<file path="config.mk">
export PLATFORM = sky130hd
export DESIGN_NAME = miller_rabin_prime_test_64_unit
export DESIGN_NICKNAME = d
export VERILOG_FILES = /design/src/rtl/mrp_pkg.sv /design/src/rtl/miller_rabin_prime_test_64_unit.sv /design/src/rtl/mrp_cell.sv /design/src/rtl/mrp_modmul.sv
export SDC_FILE = /design/constraint.sdc
export NUM_CORES = 2
export LEC_CHECK = 0
export ABC_AREA = 1
export BUFFER_PORTS_ARGS = -buffer_cell sky130_fd_sc_hd__buf_2
export CAP_MARGIN = 20
export CORE_MARGIN = 10
export CORE_UTILIZATION = 35
export CTS_CLUSTER_DIAMETER = 120
export CTS_CLUSTER_SIZE = 12
export DETAILED_ROUTE_END_ITERATION = 12
export GPL_ROUTABILITY_DRIVEN = 0
export PLACE_DENSITY = 0.58
export RECOVER_POWER = 100
export SLEW_MARGIN = 20
export SYNTH_ARGS = -nofsm -noshare
export SYNTH_HDL_FRONTEND = slang
export SYNTH_SLANG_ARGS = --single-unit
</file>
<file path="constraint.sdc">
create_clock -name clk -period 5.9 [get_ports clk]
set_clock_uncertainty 0.15 [all_clocks]
set_input_delay 0.59 -clock clk [delete_from_list [all_inputs] [get_ports clk]]
set_output_delay 0.59 -clock clk [all_outputs]
set_load 0.02 [all_outputs]
</file>
<file path="src/rtl/mrp_pkg.sv">
// Shared constants, types and the trial prime table for the Miller-Rabin unit.
// Used by every module in rtl; depends on nothing else.
package mrp_pkg;

    localparam int WIDTH     = 64;
    localparam int NUM_BASES = 12;
    localparam int PRIME_W   = 6;

    typedef logic [PRIME_W-1:0] prime_t;
    typedef logic [WIDTH-1:0]   word_t;

    // One bit of the candidate travelling down the residue chain.
    typedef struct packed {
        logic vld;
        logic dat;
    } link_t;

    function automatic prime_t prime_at(input logic [3:0] idx);
        prime_t p;
        unique case (idx)
            4'd0:    p = 6'd2;
            4'd1:    p = 6'd3;
            4'd2:    p = 6'd5;
            4'd3:    p = 6'd7;
            4'd4:    p = 6'd11;
            4'd5:    p = 6'd13;
            4'd6:    p = 6'd17;
            4'd7:    p = 6'd19;
            4'd8:    p = 6'd23;
            4'd9:    p = 6'd29;
            4'd10:   p = 6'd31;
            4'd11:   p = 6'd37;
            default: p = 6'd37;
        endcase
        return p;
    endfunction

endpackage

</file>
<file path="src/rtl/miller_rabin_prime_test_64_unit.sv">
// Top level of the deterministic Miller-Rabin unit: residue chain, sequencer, multiplier.
// Depends on mrp_pkg, mrp_cell and mrp_modmul.
//
//  channel   ports                            direction
//  input     in_valid, in_stall, candidate    item in
//  output    out_valid, out_stall, is_prime   item out
//
// One item at a time. Trial division shifts the candidate through the cell
// chain; each modular product runs in the one shared multiplier, so a prime
// costs roughly NUM_BASES * 2 * WIDTH products.
// Reset clears all control state. A new item is taken as soon as the
// sequencer is idle, even while the previous result waits under out_stall.
module miller_rabin_prime_test_64_unit (
    input  logic        clk,
    input  logic        rst_n,
    input  logic        in_valid,
    output logic        in_stall,
    input  logic [63:0] candidate,
    output logic        out_valid,
    input  logic        out_stall,
    output logic        is_prime
);
    import mrp_pkg::*;

    localparam int TW = $clog2(WIDTH + NUM_BASES);
    localparam int KW = 4;
    localparam int RW = $clog2(WIDTH);

    localparam logic [3:0] ST_IDLE   = 4'd0;
    localparam logic [3:0] ST_TRIAL  = 4'd1;
    localparam logic [3:0] ST_CHECK  = 4'd2;
    localparam logic [3:0] ST_DECOMP = 4'd3;
    localparam logic [3:0] ST_BASE   = 4'd4;
    localparam logic [3:0] ST_POW    = 4'd5;
    localparam logic [3:0] ST_MWAIT  = 4'd6;
    localparam logic [3:0] ST_EVAL   = 4'd7;
    localparam logic [3:0] ST_SQ     = 4'd8;
    localparam logic [3:0] ST_SQCHK  = 4'd9;
    localparam logic [3:0] ST_DONE   = 4'd10;

    localparam logic [1:0] DST_RES  = 2'd0;
    localparam logic [1:0] DST_BASE = 2'd1;
    localparam logic [1:0] DST_SQ   = 2'd2;

    logic [3:0]    state_reg, state_next;
    logic [TW-1:0] tcnt_reg, tcnt_next;
    logic [KW-1:0] k_reg, k_next;
    logic [RW-1:0] r_reg, r_next;
    logic [RW-1:0] i_reg, i_next;
    logic [1:0]    dst_reg, dst_next;
    word_t         n_reg, n_next;
    word_t         sh_reg, sh_next;
    word_t         d_reg, d_next;
    word_t         e_reg, e_next;
    word_t         res_reg, res_next;
    word_t         base_reg, base_next;
    logic          result_reg, result_next;
    logic          out_valid_reg, out_valid_next;
    logic          is_prime_reg, is_prime_next;

    logic          clear;
    link_t         links [NUM_BASES+1];
    prime_t        residues [NUM_BASES];
    logic          hit;
    logic          hit_eq;
    word_t         nm1;
    word_t         prime_k;

    logic          mm_start;
    word_t         mm_a, mm_b;
    logic          mm_busy, mm_done;
    word_t         mm_product;

    assign nm1     = n_reg - 1'b1;
    assign prime_k = {{(WIDTH-PRIME_W){1'b0}}, prime_at(k_reg)};
    assign clear   = (state_reg == ST_IDLE) && in_valid;

    assign links[0].vld = (state_reg == ST_TRIAL) && (tcnt_reg < TW'(WIDTH));
    assign links[0].dat = sh_reg[WIDTH-1];

    genvar g;
    generate
        for (g = 0; g < NUM_BASES; g++)
        begin : g_cell
            mrp_cell u_cell (
                .clk      (clk),
                .rst_n    (rst_n),
                .clear    (clear),
                .prime    (prime_at(KW'(g))),
                .link_in  (links[g]),
                .link_out (links[g+1]),
                .residue  (residues[g])
            );
        end
    endgenerate

    // The first small prime that divides the candidate decides the answer.
    always_comb
    begin
        hit    = 1'b0;
        hit_eq = 1'b0;
        for (int j = NUM_BASES - 1; j >= 0; j--)
        begin
            if (residues[j] == '0)
            begin
                hit    = 1'b1;
                hit_eq = (n_reg == {{(WIDTH-PRIME_W){1'b0}}, prime_at(KW'(j))});
            end
        end
    end

    mrp_modmul u_modmul (
        .clk     (clk),
        .rst_n   (rst_n),
        .start   (mm_start),
        .a       (mm_a),
        .b       (mm_b),
        .m       (n_reg),
        .busy    (mm_busy),
        .done    (mm_done),
        .product (mm_product)
    );

    always_comb
    begin
        state_next     = state_reg;
        tcnt_next      = tcnt_reg;
        k_next         = k_reg;
        r_next         = r_reg;
        i_next         = i_reg;
        dst_next       = dst_reg;
        n_next         = n_reg;
        sh_next        = sh_reg;
        d_next         = d_reg;
        e_next         = e_reg;
        res_next       = res_reg;
        base_next      = base_reg;
        result_next    = result_reg;
        out_valid_next = out_valid_reg && out_stall;
        is_prime_next  = is_prime_reg;
        mm_start       = 1'b0;
        mm_a           = base_reg;
        mm_b           = base_reg;

        unique case (state_reg)
            ST_IDLE:
            begin
                if (in_valid)
                begin
                    n_next     = candidate[WIDTH-1:0];
                    sh_next    = candidate[WIDTH-1:0];
                    tcnt_next  = '0;
                    state_next = ST_TRIAL;
                end
            end
            ST_TRIAL:
            begin
                sh_next   = {sh_reg[WIDTH-2:0], 1'b0};
                tcnt_next = tcnt_reg + 1'b1;
                if (tcnt_reg == TW'(WIDTH + NUM_BASES - 1))
                begin
                    state_next = ST_CHECK;
                end
            end
            ST_CHECK:
            begin
                if (n_reg < word_t'(2))
                begin
                    result_next = 1'b0;
                    state_next  = ST_DONE;
                end
                else if (hit)
                begin
                    result_next = hit_eq;
                    state_next  = ST_DONE;
                end
                else
                begin
                    d_next     = nm1;
                    r_next     = '0;
                    state_next = ST_DECOMP;
                end
            end
            ST_DECOMP:
            begin
                if (!d_reg[0])
                begin
                    d_next = {1'b0, d_reg[WIDTH-1:1]};
                    r_next = r_reg + 1'b1;
                end
                else
                begin
                    k_next     = '0;
                    state_next = ST_BASE;
                end
            end
            ST_BASE:
            begin
                if (k_reg == KW'(NUM_BASES))
                begin
                    result_next = 1'b1;
                    state_next  = ST_DONE;
                end
                else if (prime_k >= n_reg)
                begin
                    k_next = k_reg + 1'b1;
                end
                else
                begin
                    res_next   = word_t'(1);
                    base_next  = prime_k;
                    e_next     = d_reg;
                    state_next = ST_POW;
                end
            end
            ST_POW:
            begin
                if (e_reg == '0)
                begin
                    state_next = ST_EVAL;
                end
                else if (e_reg[0])
                begin
                    mm_start   = 1'b1;
                    mm_a       = res_reg;
                    dst_next   = DST_RES;
                    state_next = ST_MWAIT;
                end
                else
                begin
                    mm_start   = 1'b1;
                    dst_next   = DST_BASE;
                    e_next     = {1'b0, e_reg[WIDTH-1:1]};
                    state_next = ST_MWAIT;
                end
            end
            ST_MWAIT:
            begin
                if (mm_done)
                begin
                    unique case (dst_reg)
                        DST_RES:
                        begin
                            res_next = mm_product;
                            mm_start = 1'b1;
                            dst_next = DST_BASE;
                            e_next   = {1'b0, e_reg[WIDTH-1:1]};
                        end
                        DST_BASE:
                        begin
                            base_next  = mm_product;
                            state_next = ST_POW;
                        end
                        DST_SQ:
                        begin
                            res_next   = mm_product;
                            state_next = ST_SQCHK;
                        end
                        default:
                        begin
                            state_next = ST_IDLE;
                        end
                    endcase
                end
            end
            ST_EVAL:
            begin
                if ((res_reg == word_t'(1)) || (res_reg == nm1))
                begin
                    k_next     = k_reg + 1'b1;
                    state_next = ST_BASE;
                end
                else
                begin
                    i_next     = RW'(1);
                    state_next = ST_SQ;
                end
            end
            ST_SQ:
            begin
                if (i_reg < r_reg)
                begin
                    mm_start   = 1'b1;
                    mm_a       = res_reg;
                    mm_b       = res_reg;
                    dst_next   = DST_SQ;
                    state_next = ST_MWAIT;
                end
                else
                begin
                    result_next = 1'b0;
                    state_next  = ST_DONE;
                end
            end
            ST_SQCHK:
            begin
                if (res_reg == nm1)
                begin
                    k_next     = k_reg + 1'b1;
                    state_next = ST_BASE;
                end
                else
                begin
                    i_next     = i_reg + 1'b1;
                    state_next = ST_SQ;
                end
            end
            ST_DONE:
            begin
                if (!out_valid_reg || !out_stall)
                begin
                    out_valid_next = 1'b1;
                    is_prime_next  = result_reg;
                    state_next     = ST_IDLE;
                end
            end
            default:
            begin
                state_next = ST_IDLE;
            end
        endcase
    end

    always_ff @(posedge clk or negedge rst_n)
    begin
        if (!rst_n)
        begin
            state_reg     <= ST_IDLE;
            tcnt_reg      <= '0;
            k_reg         <= '0;
            r_reg         <= '0;
            i_reg         <= '0;
            dst_reg       <= DST_RES;
            out_valid_reg <= 1'b0;
        end
        else
        begin
            state_reg     <= state_next;
            tcnt_reg      <= tcnt_next;
            k_reg         <= k_next;
            r_reg         <= r_next;
            i_reg         <= i_next;
            dst_reg       <= dst_next;
            out_valid_reg <= out_valid_next;
        end
    end

    always_ff @(posedge clk)
    begin
        n_reg        <= n_next;
        sh_reg       <= sh_next;
        d_reg        <= d_next;
        e_reg        <= e_next;
        res_reg      <= res_next;
        base_reg     <= base_next;
        result_reg   <= result_next;
        is_prime_reg <= is_prime_next;
    end

    assign in_stall  = (state_reg != ST_IDLE);
    assign out_valid = out_valid_reg;
    assign is_prime  = is_prime_reg;

    a_start_idle : assert property (@(posedge clk) disable iff (!rst_n)
        mm_start |-> !mm_busy)
        else $error("multiplier started while busy");

    a_out_from_done : assert property (@(posedge clk) disable iff (!rst_n)
        $rose(out_valid_reg) |-> $past(state_reg == ST_DONE))
        else $error("result raised outside the done state");

    a_small_not_prime : assert property (@(posedge clk) disable iff (!rst_n)
        (state_reg == ST_DONE) && (n_reg < word_t'(2)) |-> !result_reg)
        else $error("candidate below two reported prime");

    a_wait_has_work : assert property (@(posedge clk) disable iff (!rst_n)
        (state_reg == ST_MWAIT) && !mm_done |-> mm_busy)
        else $error("waiting on an idle multiplier");

endmodule

</file>
<file path="src/rtl/mrp_cell.sv">
// One residue cell: keeps the candidate modulo one small prime, one bit a cycle while its input link is valid.
// Depends on mrp_pkg.
module mrp_cell (
    input  logic           clk,
    input  logic           rst_n,
    input  logic           clear,
    input  mrp_pkg::prime_t prime,
    input  mrp_pkg::link_t  link_in,
    output mrp_pkg::link_t  link_out,
    output mrp_pkg::prime_t residue
);
    import mrp_pkg::*;

    link_t                link_reg;
    prime_t               residue_reg;
    prime_t               residue_next;
    logic [PRIME_W:0]     wide;

    // Residue below the prime, so twice it plus one bit needs one subtract.
    always_comb
    begin
        wide = {residue_reg, link_in.dat};
        if (wide >= {1'b0, prime})
        begin
            wide = wide - {1'b0, prime};
        end
        residue_next = wide[PRIME_W-1:0];
    end

    always_ff @(posedge clk or negedge rst_n)
    begin
        if (!rst_n)
        begin
            link_reg    <= '0;
            residue_reg <= '0;
        end
        else
        begin
            link_reg <= link_in;
            if (clear)
            begin
                residue_reg <= '0;
            end
            else if (link_in.vld)
            begin
                residue_reg <= residue_next;
            end
        end
    end

    assign link_out = link_reg;
    assign residue  = residue_reg;

endmodule

</file>
<file path="src/rtl/mrp_modmul.sv">
// Iterative modular multiplier: a * b mod m by double-and-add, one bit of b a cycle.
// Depends on mrp_pkg.
module mrp_modmul (
    input  logic          clk,
    input  logic          rst_n,
    input  logic          start,
    input  mrp_pkg::word_t a,
    input  mrp_pkg::word_t b,
    input  mrp_pkg::word_t m,
    output logic          busy,
    output logic          done,
    output mrp_pkg::word_t product
);
    import mrp_pkg::*;

    localparam int CW = $clog2(WIDTH + 1);

    logic          busy_reg;
    logic          done_reg;
    logic [CW-1:0] cnt_reg;
    word_t         acc_reg;
    word_t         acc_next;
    word_t         a_reg;
    word_t         b_reg;
    logic [WIDTH:0] dbl;
    logic [WIDTH:0] sum;

    always_comb
    begin
        dbl = {acc_reg, 1'b0};
        if (dbl >= {1'b0, m})
        begin
            dbl = dbl - {1'b0, m};
        end
        sum = {1'b0, dbl[WIDTH-1:0]};
        if (b_reg[WIDTH-1])
        begin
            sum = sum + {1'b0, a_reg};
            if (sum >= {1'b0, m})
            begin
                sum = sum - {1'b0, m};
            end
        end
        acc_next = sum[WIDTH-1:0];
    end

    always_ff @(posedge clk or negedge rst_n)
    begin
        if (!rst_n)
        begin
            busy_reg <= 1'b0;
            done_reg <= 1'b0;
            cnt_reg  <= '0;
        end
        else
        begin
            done_reg <= 1'b0;
            if (start)
            begin
                busy_reg <= 1'b1;
                cnt_reg  <= CW'(WIDTH);
            end
            else if (busy_reg)
            begin
                cnt_reg <= cnt_reg - 1'b1;
                if (cnt_reg == CW'(1))
                begin
                    busy_reg <= 1'b0;
                    done_reg <= 1'b1;
                end
            end
        end
    end

    always_ff @(posedge clk)
    begin
        if (start)
        begin
            acc_reg <= '0;
            a_reg   <= a;
            b_reg   <= b;
        end
        else if (busy_reg)
        begin
            acc_reg <= acc_next;
            b_reg   <= {b_reg[WIDTH-2:0], 1'b0};
        end
    end

    assign busy    = busy_reg;
    assign done    = done_reg;
    assign product = acc_reg;

endmodule
</file>
# Yosys cells after proc, flatten, opt, wreduce, memory -nomap -nowiden
# Memories as Yosys holds them, arrays and structs flattened.
# Index checks and enable logic that the tools add are counted.
[totals] regBits=711 rom_bits=96 input_bits=68 output_inout_bits=3 mem_count=1
[op_classes] addsub=21 magnitude_cmp=18 n_eq_ne=55 n_mux=161 reduce_logical=59
[memory_table] memory="(name not given)" words=16 word_bits=6 read_ports=1 rd_ports_with_merged_regs=0 wr=0 line="mrp_pkg.sv:20" text="unique case (idx)"
[ops] op="two-way mux 64 bit" n=27
[ops] op="== test 64 x 6 -> 1 bit" n=12
[ops] op="case mux 64 bit (2 select lines)" n=5
[ops] op="two-way mux 6 bit" n=53
[ops] op="case mux 64 bit (3 select lines)" n=1
[ops] op=">= comparator 65 x 64 -> 1 bit" n=2
[ops] op="subtractor 64 bit" n=2
[ops] op="zero test 6 bit" n=12
[ops] op="two-way mux 4 bit" n=17
[ops] op="adder 64 x 64 -> 65 bit" n=1
[ops] op="== test 64 x 1 -> 1 bit, second input constant" n=1
[ops] op="== test 64 bit" n=1
[ops] op=">= comparator 6 x 64 -> 1 bit" n=1
[ops] op="zero test 64 bit" n=1
[ops] op="< comparator 64 x 2 -> 1 bit, second input constant" n=1
[ops] op="subtractor 64 x 1 -> 64 bit, second input constant" n=1
[ops] op="case mux 4 bit (11 select lines)" n=1
[ops] op="two-way mux 1 bit" n=42
[ops] op="!= test 2 bit, second input constant" n=21
[ops] op=">= comparator 7 x 5 -> 1 bit, second input constant" n=5
[ops] op="nonzero test 2 bit" n=17
[ops] op="subtractor 6 x 5 -> 6 bit, second input constant" n=5
[ops] op="case mux 6 bit (2 select lines)" n=2
[ops] op="two-way mux 7 bit" n=3
[ops] op="other kinds (44)" n=80

# Longest topological paths before layout
[depth] ltp_word=18 mapped_depth=53 mapped_depth_nobuf=51

# Cells and area by module
# A second synthesis with hierarchy kept.
[hier_totals] cells_unflattened=8798 area_unflattened_um2=58951.5
[by_module_without_submodules] module="mrp_modmul" instances=1 cells_each=4788 area_per_inst_um2=27047.2 seq_area_each_um2=5350.1
[by_module_without_submodules] module="miller_rabin_prime_test_64_unit" instances=1 cells_each=2858 area_per_inst_um2=23526.3 seq_area_each_um2=12341.8
[by_module_without_submodules] module="mrp_cell" instances=12 cells_each=96 area_per_inst_um2=698.2 seq_area_each_um2=200.2

# Least setup slack after synthesis
# No wires, ideal clock.
[synth_timing] path_type="reg-to-reg" from="register n_reg[1]" to="register u_modmul.acc_reg[46] (netlist: u_modmul.product[46])" setup_time_ns=0.195 t_arrival_ns=6.141 required_ns=5.555 path_slack_ns=-0.585 path_stages_with_launch=48 n_path_buf=4 period_less_slack_ns=6.485 cell_sequence="edfxtp_1 > inv_1 > ha_1 > nand2_1 > nand2_1 > a21oi_2 > o21bai_2 > a21o_1 > nand2_1 > nand2_1 > nand3_1 > nand2_1 > nand2_1 > nand2_1 > buf_2 > buf_2 > nand2_1 > nand2_1 > (+12 left out) > a21o_1 > nand2_1 > ha_1 > a21oi_1 > inv_1 > a31oi_1 > o21ai_0 > o21bai_1 > a21oi_1 > nand2_1 > nand2_1 > nand2_1 > buf_4 > buf_6 > a21oi_1 > nand2_1 > nand3_1 > o21ai_0"
[synth_between] elab_chain_cells=6 word_cells_on_any_way=8
[synth_lines] item="from (decl)" line="miller_rabin_prime_test_64_unit.sv:51" text="word_t n_reg, n_next;"
[synth_lines] item="from (signal assigned)" line="miller_rabin_prime_test_64_unit.sv:350" text="n_reg <= n_next;"
[synth_lines] item="subtractor 64 bit / >= comparator 65 x 64 -> 1 bit (equally long branches)" line="mrp_modmul.sv:33, mrp_modmul.sv:31"
[synth_lines] item="two-way mux 64 bit" line="mrp_modmul.sv:31" text="if (dbl >= {1'b0, m})"
[synth_lines] item="adder 64 x 64 -> 65 bit" line="mrp_modmul.sv:38" text="sum = sum + {1'b0, a_reg};"
[synth_lines] item="subtractor 64 bit / >= comparator 65 x 64 -> 1 bit (equally long branches)" line="mrp_modmul.sv:41, mrp_modmul.sv:39"
[synth_lines] item="two-way mux 64 bit" line="mrp_modmul.sv:39" text="if (sum >= {1'b0, m})"
[synth_lines] item="two-way mux 64 bit (*)" line="mrp_modmul.sv:36" text="if (b_reg[WIDTH-1])"
[synth_lines] item="to (signal assigned)" line="mrp_modmul.sv:85" text="acc_reg <= acc_next;"
[synth_lines] item="to (decl)" line="mrp_modmul.sv:21" text="word_t acc_reg;"
# Mark *: on every way between the ends. The rest lies on a longest branch, timed or not.
# A chain may end at the register's enable or synchronous reset.

# Worst setup path in the final report
[layout_timing] from="register n_reg[62]" to="register u_modmul.acc_reg[23] (netlist: u_modmul.product[23])"
[layout_between] elab_chain_cells=6 word_cells_on_any_way=8
[layout_lines] item=">= comparator 65 x 64 -> 1 bit / subtractor 64 bit (equally long branches)" line="mrp_modmul.sv:31, mrp_modmul.sv:33"
[layout_lines] item="two-way mux 64 bit" line="mrp_modmul.sv:31"
[layout_lines] item="adder 64 x 64 -> 65 bit" line="mrp_modmul.sv:38"
[layout_lines] item="subtractor 64 bit / >= comparator 65 x 64 -> 1 bit (equally long branches)" line="mrp_modmul.sv:41, mrp_modmul.sv:39"
[layout_lines] item="two-way mux 64 bit" line="mrp_modmul.sv:39"
[layout_lines] item="two-way mux 64 bit (*)" line="mrp_modmul.sv:36"
# Marks and branches as above.

==> results.cfg <==
[final_layout]
largest_register_ffs = 72
layout_common_cells = nand2_1, buf_4, inv_1, nor2_1, edfxtp_1
post-route-util_pct = 50.78
final_layout_size_suffix_gt1_share_pct = 30.04
fin_nets = 8826
area_delta_synth_final_pct = 44.06
fillers = 13497
final_common_cell = nand2_1

[route]
drc = 0
via_per_inst = 5.529
avgRoutedWirePerCell_um = 23.59
first_pass_iters = 7
antenna_left = 0
vias = 57898
drt_iter0_drc = 7225
drt_wl_total_um = 247100

[clock_network]
clock_sinks = 711
cts_root_buffer = clkbuf_16
htreeDepth = 3
clock_latency_ns = 0.72
cts_made_buffers = 70
clkSlewWorstSetupHoldPaths_ns = 0.08
cts_tree = yes
clock_path_buffers = 3

[sta]
max_freq_mhz = 139.8
tightest_slew_ns = 4.844
drv_slew = 909
finalCriticalPeriod_ns = 7.151
post-route-period-util_pct = 121.2
hold_violations = 0
rsz0062_at_grt = true
setup_slack_ns = -1.251
setup_violations = 99
maxSlewHeadroom_pct = -223.0

[critical_path]
cp.arrival_ns = 7.58
path_max_fanout = 7
reg2reg_to = u_modmul.product[23]
crit_family = simple AND/OR/NAND/NOR gates
worst_path_max_delay_cell = ha_2
reg2reg_depth = 44
crit_top_cell = nand2_1
cp-startpoint = n_reg[62]
reg2reg_slack_ns = -1.25
crit_type = register to register
cp.depth = 44
cp-start-kind = register
slowest_delay_ns = 0.41
r2r-start = n_reg[62]
endpoint = u_modmul.product[23]
required_ns = 6.33
cp_num_buf_inv = 13
end_kind = register

[yosys]
synthMuxAreaShare_pct = 0.03953
ys.flop_type = edfxtp_1
yosysUniqueCellTypes = 66
synth_xor_area_share_pct = 4.089
syn_avg_cell_area_um2 = 7.281
synth_enable_flop_cells = 514
synth_seq_area_share_pct = 39.58
synthArstFlopShare_pct = 18.71
synth_compound_area_share_pct = 13.95
synth.net_count = 7266
synthSimpleGateAreaFrac_pct = 27.71
synth_warnings = 0
yosysTopAreaCell = edfxtp_1
synthTopCellsByArea = edfxtp_1, nand2_1, nor2_1, inv_1, dfrtp_1
ys_ff_latch = 711
synthCells = 6955
yosys.area.top_type_share_pct = 30.48
synthAdderAreaFrac_pct = 6.049
synth_top_family_by_area = simple AND/OR/NAND/NOR gates
syn_area_um2 = 50640

[grt]
grt_pass1_vias = 54673
track_usage_pct = 28.85
grt_pass1_wl_um = 349500
grt-ovfl-total = 0
grt_max_degree = 150
antenna_found_initial = 10

[floorplan]
dieArea_um2 = 160300
pin_count = 71
die_w_um = 400.4
fp.coreArea_um2 = 143700
fp.dieH_um = 400.4
num_rows = 139
initial_utilization_pct = 35.25

[flow_run]
maxCapViolCount = 16

[placement]
hpwl_um = 188100
post-place-ws_ns = -2.075
portBuffers = 70

[outcome]
violations = capacitance limit, slew limit, setup timing
status = finished, violations left

[hold_path]
hp-class = input port to register
-- metrics by stage --
step | setup TNS (ns) | hold slack (ns) | instances | area, um2
detailed placement | -120.58 | 0.2302 | 10065 | 63080
global placement | -119.99 | 0.2286 | 10065 | 63080
finish | -75.39 | 0.08803 | 10471 | 72950
global route | -176.46 | 0.06867 | 10467 | 72940
CTS | -48.38 | 0.01228 | 10421 | 71290
floorplan | -0.004975 | 0.1444 | 6955 | 50950
-- worst register-to-register path, delay by kind of cell (launching register included) --
kind / cells / cell delay [ns]
flops: 1 / 0.33
buf+inv: 13 / 1.72
xor+xnor: 1 / 0.11
fa+ha+maj: 3 / 0.99
compound gates: 3 / 0.38
simple gates: 24 / 3.39
-- repair_timing --
| action | in CTS | in global routing |
|---|---|---|
| cloned | 14 | 3 |
| hold endpoints to repair | 136 | 0 |
| setup endpoints to repair | 64 | 76 |
| gates resized for setup | 957 | 377 |
| pin swaps | 195 | 182 |
| buffers inserted | 180 | 60 |
| hold buffers | 46 | 0 |
-- area by class of cell --
type,count,area (um2),area share [%]
multi-input combinational,5103,31650,43.38
sequential,711,20050,27.49
timing repair buffer,1667,13100,17.95
inverter,962,3649,5.001
tap,1903,2381,3.264
clock buffer,109,1898,2.602
clock inverter,11,219.0,0.3002
antenna,5,12.51,0.01715
-- worst min-delay path by stage --
stage	from	to	depth (start not counted)
final	out_stall	is_prime	2
after global routing	out_stall	is_prime	2
after CTS	candidate[20]	n_reg[20]	1
after detailed placement	g_cell[5].u_cell.link_out[1]	g_cell[6].u_cell.link_out[1]	0
after global placement	g_cell[0].u_cell.link_out[1]	g_cell[1].u_cell.link_out[1]	0
after floorplan	rst_n	dst_reg[0]	0
-- cells in the mapped netlist (38+ instances only) --
master and n:
xnor2_1 56, nand4_1 81, o21ai_0 436, inv_1 945
clkbuf_1 134, dfxtp_1 64, xor2_1 170, nor2_1 1015
nor3_1 59, nand2_1 1663, o22ai_1 182, a21oi_1 315
a31oi_1 105, nor4_1 50, dfrtp_1 133, ha_1 240
a21o_1 38, edfxtp_1 514, nand3_1 413
-- kinds of logic after synthesis --
logic type / count (synthesis)
multiplexers: 2
adder cells (fa/ha/maj): 243
flip-flops: 711
buffers and inverters: 1141
AND/OR/NAND/NOR: 3388
AO/OA/AOI/OAI: 1240
XOR/XNOR: 230
-- metal layers --
layer / vias up / global-route usage (%) / wire [um]
li1: 26234 / - / -
met1: 27237 / 35.98 / 92250
met2: 3470 / 42.63 / 101800
met3: 951 / 7.333 / 28490
met4: 6 / 21.87 / 24470
met5: - / 0 / 92
Power is left out: the tool's default activity adds up to more than one toggle a clock period on the data nets, which glitch-free logic cannot reach.
